**src/rtl/lrtt_ram.sv**
```systemverilog
module lrtt_ram #(
  parameter int unsigned Width = 8,
  parameter int unsigned Depth = 16,
  localparam int unsigned AddrW = (Depth > 1) ? $clog2(Depth) : 1
) (
  input  logic             clk_i,
  input  logic             we_i,
  input  logic [AddrW-1:0] waddr_i,
  input  logic [Width-1:0] wdata_i,
  input  logic             re_i,
  input  logic [AddrW-1:0] raddr_i,
  output logic [Width-1:0] rdata_o
);

  logic [Width-1:0] mem_q [Depth];
  logic [Width-1:0] rdata_q;

  always_ff @(posedge clk_i) begin
    if (we_i) begin
      mem_q[waddr_i] <= wdata_i;
    end
    if (re_i) begin
      rdata_q <= mem_q[raddr_i];
    end
  end

  assign rdata_o = rdata_q;

endmodule

```
**config.mk**
```make
export PLATFORM = sky130hd
export DESIGN_NAME = lrtt_ram
export DESIGN_NICKNAME = d
export VERILOG_FILES = /design/src/rtl/lrtt_ram.sv
export SDC_FILE = /design/constraint.sdc
export NUM_CORES = 1
export LEC_CHECK = 0
export ABC_CLOCK_PERIOD_IN_PS = 4150
export BUFFER_PORTS_ARGS = -buffer_cell sky130_fd_sc_hd__buf_4
export CORE_ASPECT_RATIO = 0.5
export CORE_MARGIN = 4
export CORE_UTILIZATION = 40
export DETAILED_ROUTE_END_ITERATION = 6
export SETUP_SLACK_MARGIN = 0.05
export SLEW_MARGIN = 0
export SYNTH_ARGS = -nofsm -noshare
export SYNTH_HDL_FRONTEND = slang
export SYNTH_SLANG_ARGS = --single-unit
```
**constraint.sdc**
```tcl
create_clock -name clk_i -period 4.15 [get_ports clk_i]
set_clock_uncertainty 0.05 [all_clocks]
set_input_delay 0.6225 -clock clk_i [delete_from_list [all_inputs] [get_ports clk_i]]
set_output_delay 0.6225 -clock clk_i [all_outputs]
set_load 0.02 [all_outputs]
```
==> results.json <==
{
  "setup_tns_ns": 0,
  "numPlacedInstances": 418,
  "netlist_instances": 229,
  "worst-setup-path-type": "input pin to register",
  "clk-insertion-delay-late_ns": 0.40,
  "die_x_um": 170,
  "ys_warn_count": 0,
  "rsz0062_at_grt": "false",
  "r2r_slack_ns": 2.55,
  "setup_violations": 0,
  "worstPathRequired_ns": 4.12,
  "nets": 286,
  "via_per_inst": 5.22,
  "netlist_area_um2": 5230,
  "cts-root-buf": "clkbuf_16",
  "antenna_found_initial": 1,
  "arrival_ns": 2.12,
  "synth_edf_count": 136,
  "final_max_slew_viol_count": 0,
  "cts_setup_buffers": 0,
  "start_util_pct": 41.0,
  "grt_max_degree": 33,
  "detailroute.via_count": 2349,
  "leakage_uw": 0.00198,
  "cts_resized": 0,
  "die_h_um": 88.8,
  "drive_above_1_share_pct": 23.2,
  "cts_tree": "yes",
  "fillers": 1021,
  "cts_buffer_depth": 2,
  "fin_total_pwr_uw": 2940,
  "clock-sinks": 136,
  "synth-seq-area-share_pct": 78.1,
  "finalCritPeriodShare_pct": 51.8,
  "peakVddDrop_mv": 0.315,
  "r2r-end": "rdata_o[1]",
  "dp_hpwl_mm": 6.17,
  "whs_ns": 0.482,
  "io_buffers": 26,
  "reg2reg_depth": 3,
  "rows": 29,
  "worstPathMaxFanout": 8,
  "area_growth_pct": 15.8,
  "power_density_nw_per_um2": 485,
  "synthesis.nets": 248,
  "clkTransAtPathRegs_ns": 0.05,
  "die_area_um2": 15100,
  "synth_commonest_cells": "136 x edfxtp_1, 18 x mux4_2, 16 x a22oi_1",
  "yosysMostFrequentCell": "edfxtp_1",
  "wl_per_cell_um": 22.1,
  "grt_pass1_wl_mm": 15.1,
  "ys.flop_type": "edfxtp_1",
  "track_usage_pct": 14.3,
  "period_minus_slack_ns": 2.15,
  "ant_nets": 0,
  "hold_viol": 0,
  "drt_iter0_drc": 177,
  "pin_count": 27,
  "holdPathEnd": "mem_q[12][5]",
  "gp_congestion": 0.727,
  "drc": 0,
  "status": "completed",
  "max_cap_violations": 0,
  "synth_cell_types": 18,
  "ys_ff_latch": 136,
  "ctsHoldBuffers": 0,
  "diodes": 0,
  "grt_pass1_vias": 2487,
  "cts_max_level": 4,
  "overflow": 0,
  "synth-async-reset-ratio_pct": 0,
  "synthDominantCellAreaShare_pct": 78.1,
  "final_cells": 450,
  "r2r_start": "mem_q[0][1]",
  "cts_buffers": 17,
  "end_kind": "register",
  "synthesis.area_per_instance_um2": 22.8,
  "relSlewSlack_pct": 25.0,
  "dr.pass1.iters": 7,
  "clock.fmax_ghz": 0.465,
  "hold_path_depth": 1,
  "yosysTopAreaCell": "edfxtp_1",
  "yosys-top-cells-area": "edfxtp_1 78%, mux4_2 7.8%, mux4_1 7.0%",
  "core_area_um2": 12700,
  "min_from": "wdata_i[5]",
  "startpoint_type": "input pin",
  "tightestPinTransition_ns": 1.12,
  "wirelength_mm": 9.92,
  "min-delay-path-class": "input pin to register"
}
==> placed cells by master (no fill, tap or decap), drive strengths merged, types with 4 or more instances in the layout <==
cell type,instances
nand2,9
a22oi,16
mux4,32
clkinv,9
clkbuf,23
edfxtp,136
nor3,4
buf,29
nor2,13
==> flip-flops by register name, summed over array words and instances (netlist names) <==
signal and cells:
mem_q 128, rdata_o 8
==> through the flow <==
stage	worst slack (ns)	area (µm²)	utilization, %
2_1_floorplan	1.98	5230	-
3_3_place_gp	1.55	5570	43.7
3_5_place_dp	1.58	5570	43.7
4_1_cts	1.94	6050	47.5
5_1_grt	1.92	6050	47.5
6_report	2.00	6050	47.5
==> worst max-delay path by stage <==
stage	from	endpoint	slack, ns	cells after the start
floorplan	waddr_i[2]	mem_q[0][0]	1.98	2
global placement	waddr_i[2]	mem_q[0][4]	1.55	3
detailed placement	waddr_i[2]	mem_q[0][1]	1.58	3
CTS	waddr_i[2]	mem_q[0][6]	1.94	3
global route	waddr_i[2]	mem_q[0][1]	1.92	3
finish	waddr_i[2]	mem_q[0][7]	2.00	3
==> layout make-up <==
type | count | area, µm² | area share, %
Tap cell | 170 | 213 | 3.51
Clock buffer | 23 | 448 | 7.40
Clock inverter | 9 | 33.8 | 0.558
Sequential cell | 136 | 4080 | 67.5
Timing Repair Buffer | 29 | 218 | 3.60
Multi-Input combinational cell | 83 | 1060 | 17.5
==> report_power, final <==
group | internal, µW | switching (µW) | total (µW)
Combinational | 62.3 | 87.4 | 150
Clock | 743 | 488 | 1230
Sequential | 1550 | 8.66 | 1560
Total | 2350 | 584 | 2940
==> cell families after synthesis <==
group,share of synthesized area (%)
AO/OA/AOI/OAI,2.30
flip-flops,78.1
AND/OR/NAND/NOR,3.14
buffers and inverters,1.65
multiplexers,14.8
==> critical path, cell delays in order <==
cell,delay [ns]
buf_4,0.12
or3b_2,0.50
nor3_1,0.87
==> metal layers <==
layer | track usage (%) | wire [µm] | vias up
met4 | 5.33 | 110 | 2
met1 | 20.1 | 4230 | 1186
li1 | - | - | 1056
met5 | 0 | 13 | -
met2 | 21.2 | 4600 | 90
met3 | 4.69 | 967 | 15
Note: power is estimated with default switching activity, not from simulation.
