## src/rtl/lrtt_pkg.sv

```systemverilog
package lrtt_pkg;

  // fixed field widths
  localparam int unsigned IdxW     = 10;
  localparam int unsigned StampW   = 64;
  localparam int unsigned CountW   = 64;
  localparam int unsigned CfgW     = 32;
  localparam int unsigned CmdW     = 2;
  localparam int unsigned CfgIdxW  = 2;
  localparam int unsigned InDataW  = 80;   // index + stamp, padded to bytes
  localparam int unsigned OutDataW = 144;  // echo + total + count, padded to bytes
  localparam int unsigned OutUserW = 3;
  localparam int unsigned ProdW    = 2 * StampW;

  // command codes
  typedef enum logic [CmdW-1:0] {
    CMD_ENTRY = 2'd0,
    CMD_EXIT  = 2'd1,
    CMD_READ  = 2'd2
  } cmd_e;

  // configuration register indexes
  typedef enum logic [CfgIdxW-1:0] {
    CFG_ENABLE    = 2'd0,
    CFG_INTERVAL  = 2'd1,
    CFG_THRESHOLD = 2'd2,
    CFG_FREQ      = 2'd3
  } cfg_idx_e;

  localparam logic [CfgW-1:0] RstInterval  = 32'd100;
  localparam logic [CfgW-1:0] RstThreshold = 32'd800;
  localparam logic [CfgW-1:0] RstFreq      = 32'd2200000000;

  // cycles to microseconds scale
  localparam logic [StampW-1:0] MicroScale = 64'd1000000;

  // remainder unit runs one dividend bit per cycle
  localparam logic [5:0] LastDivBit = 6'd63;
  // partial products per wide multiply
  localparam logic [2:0] MulSteps   = 3'd4;

  // one region slot as held in the table memory
  typedef struct packed {
    logic              off;
    logic [CountW-1:0] tally;
    logic [CountW-1:0] total;
    logic [StampW-1:0] stamp;
  } entry_t;

  localparam int unsigned EntryW = $bits(entry_t);

  typedef enum logic [2:0] {
    S_CLEAR,
    S_IDLE,
    S_EXEC,
    S_MOD,
    S_RATE,
    S_RHS,
    S_LHS,
    S_RESP
  } state_e;

endpackage

```

## src/rtl/lrtt_mul.sv

```systemverilog
module lrtt_mul import lrtt_pkg::*; (
  input  logic              clk_i,
  input  logic              rst_ni,
  input  logic              start_i,
  input  logic [StampW-1:0] a_i,
  input  logic [StampW-1:0] b_i,
  output logic              done_o,
  output logic [ProdW-1:0]  prod_o
);

  // 64x64 product from four 32x32 partial products, one per cycle
  logic [StampW-1:0] a_q, b_q;
  logic [ProdW-1:0]  acc_q;
  logic [StampW-1:0] pp_q;
  logic [1:0]        sh_q;
  logic [2:0]        cnt_q;
  logic              busy_q, pp_vld_q, done_q;

  logic [31:0] a_half, b_half;
  logic [1:0]  sh_sel;

  assign a_half = cnt_q[0] ? a_q[63:32] : a_q[31:0];
  assign b_half = cnt_q[1] ? b_q[63:32] : b_q[31:0];
  assign sh_sel = 2'(cnt_q[0]) + 2'(cnt_q[1]);

  always_ff @(posedge clk_i or negedge rst_ni) begin
    if (!rst_ni) begin
      busy_q   <= 1'b0;
      pp_vld_q <= 1'b0;
      done_q   <= 1'b0;
      cnt_q    <= '0;
    end else if (start_i) begin
      busy_q   <= 1'b1;
      pp_vld_q <= 1'b0;
      done_q   <= 1'b0;
      cnt_q    <= '0;
    end else begin
      done_q <= 1'b0;
      if (busy_q) begin
        if (cnt_q != MulSteps) begin
          pp_vld_q <= 1'b1;
          cnt_q    <= cnt_q + 3'd1;
        end else begin
          pp_vld_q <= 1'b0;
        end
        if (pp_vld_q && cnt_q == MulSteps) begin
          busy_q <= 1'b0;
          done_q <= 1'b1;
        end
      end
    end
  end

  always_ff @(posedge clk_i) begin
    if (start_i) begin
      a_q   <= a_i;
      b_q   <= b_i;
      acc_q <= '0;
    end else begin
      if (busy_q && cnt_q != MulSteps) begin
        pp_q <= 64'(a_half) * 64'(b_half);
        sh_q <= sh_sel;
      end
      if (pp_vld_q) begin
        acc_q <= acc_q + (ProdW'(pp_q) << {sh_q, 5'd0});
      end
    end
  end

  assign done_o = done_q;
  assign prod_o = acc_q;

endmodule

```

## config.mk

```make
export PLATFORM = sky130hd
export DESIGN_NAME = lrtt_mul
export DESIGN_NICKNAME = d
export VERILOG_FILES = /design/src/rtl/lrtt_pkg.sv /design/src/rtl/lrtt_mul.sv
export SDC_FILE = /design/constraint.sdc
export NUM_CORES = 2
export LEC_CHECK = 0
export BUFFER_PORTS_ARGS = -buffer_cell sky130_fd_sc_hd__buf_2
export CAP_MARGIN = 0
export CELL_PAD_IN_SITES_DETAIL_PLACEMENT = 0
export CELL_PAD_IN_SITES_GLOBAL_PLACEMENT = 2
export CORE_MARGIN = 10
export CORE_UTILIZATION = 37
export DETAILED_ROUTE_END_ITERATION = 6
export PLACE_DENSITY_LB_ADDON = 0.1
export SYNTH_ARGS = -nofsm -noshare
export SYNTH_HDL_FRONTEND = slang
export SYNTH_SLANG_ARGS = --single-unit
```

## constraint.sdc

```tcl
create_clock -name clk_i -period 9 [get_ports clk_i]
set_input_delay 1.8 -clock clk_i [delete_from_list [all_inputs] [get_ports clk_i]]
set_output_delay 1.8 -clock clk_i [all_outputs]
set_load 0.02 [all_outputs]
```

==> summary.txt <==
Drt
  • WL/cell: 26.9 µm
  • Drt via density: approximately 5.2
  • Drt total wl: 216,000 µm
  • Via total after detailed routing: 42,100
  • DRC viols: 0
  • Metal2 WL: 101,000 µm
  • First drt pass iteration count: 5
  • Max layer used: met5
  • WL met3: between 10,000 and 15,000 µm
  • Antenna-violating nets left: 0
  • Routed length on met1: 90,100 µm
  • Initial DRC count: 2,778

Layout
  • Fillers: 14,300
  • Seq. cell area: 0.00855 mm²
  • Multi-input logic area: just under 0.04 mm²
  • Post-route cell area: slightly below 0.06 mm²
  • Layout cells sized above 1: between 10% and 20%
  • Final-stage net count: 7,526
  • Syn-to-layout area delta: 12.7%

Place
  • GPL Wtd Cong: 0.986
  • Dpl cell area: 0.0575 mm²
  • Post-DP HPWL: 182,000 µm
  • Input/output buffers: 259

Logic synthesis
  • Register area share after synthesis: around 16%
  • Net Count, Synth: ~7,300
  • Avg Inst Size Synth: 8.97 µm²
  • Synthesis warning total: 0
  • Asr flop ratio synth: 1.83%
  • Top post-synthesis cells by area: fa_1 34%, edfxtp_1 11%, ha_1 9.4%
  • Cell Area, Synth: 0.0524 mm²
  • EDFF count, synth: a little under 200
  • Synth Register Bits: between 300 and 400
  • Top FF cell, synth: edfxtp_1
  • Synth top cells by count: 945 x inv_1, 897 x fa_1, 818 x nor2_1
  • Gate Count Post-Synth: 5,843
  • Synth unique cells: 86
  • Most frequent cell after synthesis: inv_1
  • Synth area leader: fa_1
  • Top cell type's share of synthesized area: between 30% and 40%

CTS
  • H-tree depth: 2
  • Reg clk slew, reported paths: 0.06 ns
  • Inserted Clock Buffers: between 40 and 50
  • Max clock buf depth: 3
  • TritonCTS clock tree: yes
  • Clock Latency Late Sink: 0.66 ns
  • Clk root buf: clkbuf_16
  • CTS Sinks: 328
  • Setup repair bufs after CTS: 0

Critical path
  • Most frequent CP cell: fa_1
  • Delay of the slowest critical-path stage: 0.61 ns
  • CP max-delay cell: mux2i_2
  • Crit path kind: register to register
  • Crit path max-delay family: adder cells
  • CP Launch Type: register
  • CP max FO: 25
  • Worst Path Arrival: about 9 ns
  • CP Data Required Time: 9.38 ns
  • Number of buffers and inverters on the critical path: 6
  • Crit. End Element: register

Die
  • DIE AREA: roughly 0.16 mm²
  • I/O pin total: 260
  • Core footprint: 0.141 mm²
  • Std cell rows: about 140
  • Die width: 396 µm
  • Initial core utilization: a little under two fifths
  • Die Ht: just under 400 µm

Global route
  • First-pass GRT wire length: 316,000 µm
  • Maximum number of pins on one net before global-route repair: ~150
  • Initial antenna violation count: 4
  • Grt total ovfl: 0
  • Vias in the first global route: 44,900
  • Total GRT Usage: about 27%

Timing
  • Fmax: 115 MHz
  • Worst Tran Pin Value: 1.27 ns
  • Setup violators final: 0
  • Hold Worst Slack: roughly 0.48 ns
  • Period utilization: a little over nine tenths
  • RSZ-0062 raised after global routing: false
  • Max-slew violation count: 0
  • Final hold violations: 0
  • Period minus WS final: 8.67 ns
  • Fin Setup TNS: 0 ns
  • Max-slew headroom: 12.9%
  • Worst clock skew: 0.0315 ns

Worst hold path
  • Worst hold path class: register to register

Flow run
  • Max Cap Viol: 0

Run status
  • Status: finished clean
path summary, 6_finish.rpt:
check	startpoint	end	slack, ns	depth (start not counted)
max	cnt_q[1]	pp_q[62]	0.33	29
min	prod_o[124]	prod_o[124]	0.48	2
max reg2reg	cnt_q[1]	pp_q[62]	0.33	29
min reg2reg	prod_o[124]	prod_o[124]	0.48	2
max in group asynchronous	rst_ni	cnt_q[1]	7.54	1
min in group asynchronous	rst_ni	pp_vld_q	1.11	1
logic make-up (layout without fill, tap and decap cells):
| logic type | after synthesis | in the layout | synth area share (%) |
|---|---|---|---|
| compound gates | 800 | 800 | 9.55 |
| xor+xnor | 182 | 182 | 3.04 |
| fa+ha+maj | 1289 | 1289 | 43.6 |
| buf+inv | 1228 | 1526 | 8.83 |
| flops | 328 | 328 | 16.3 |
| mux | 222 | 222 | 4.39 |
| other cells | 0 | 1 | 0 |
| simple gates | 1794 | 1794 | 14.3 |
worst min-delay path, cell delays in order, from the launching register on:
cell and delay [ns]:
dfxtp_1 0.33, nand2_1 0.06, o21ai_1 0.05
state kept, by name (all words and copies together), names as in the netlist:
name / flops
done_o: 1
pp_vld_q: 1
pp_q: 64
a_q: 64
busy_q: 1
sh_q: 2
cnt_q: 3
b_q: 64
prod_o: 128
repair_timing:
item	in CTS	in global routing
hold buffers	0	0
gates resized for setup	0	11
endpoints found under the setup margin	0	11
per-stage QoR:
stage	setup slack [ns]	utilization, %	std cells
3_5_place_dp	0.134	40.8	7950
6_report	0.328	41.9	8032
3_3_place_gp	0.102	40.8	7950
4_1_cts	0.143	41.8	8031
2_1_floorplan	0.272	-	5843
5_1_grt	0.00501	41.9	8031
routing by layer:
layer | global-route usage, % | vias up
met2 | 45.1 | 1392
li1 | - | 19100
met5 | 0 | -
met4 | 11.7 | 6
met3 | 5.07 | 339
met1 | 34.9 | 21300
cell usage in the layout, fill, tap and decap left out, types with 65 or more instances in the layout:
| cell type | instances |
|---|---|
| nand4_1 | 65 |
| mux2i_1 | 104 |
| ha_1 | 392 |
| buf_4 | 201 |
| xnor2_1 | 118 |
| inv_1 | 945 |
| fa_1 | 897 |
| dfxtp_1 | 128 |
| a21oi_1 | 276 |
| nor2_1 | 815 |
| buf_2 | 258 |
| edfxtp_1 | 194 |
| a21o_1 | 93 |
| o21ai_0 | 189 |
| nand2_1 | 673 |
cell type report:
class | instances | share of cell area (%)
clock inverters | 29 | 0.536
flip-flops and latches | 328 | 14.5
repair buffers | 499 | 6.07
multi-input cells | 4287 | 66.9
clock buffers | 52 | 1.95
diodes | 1 | 0.00424
inverters | 946 | 6.01
well taps | 1890 | 4.00
Power is left out: the tool's default activity adds up to more than one toggle a clock period on the data nets, which glitch-free logic cannot reach.
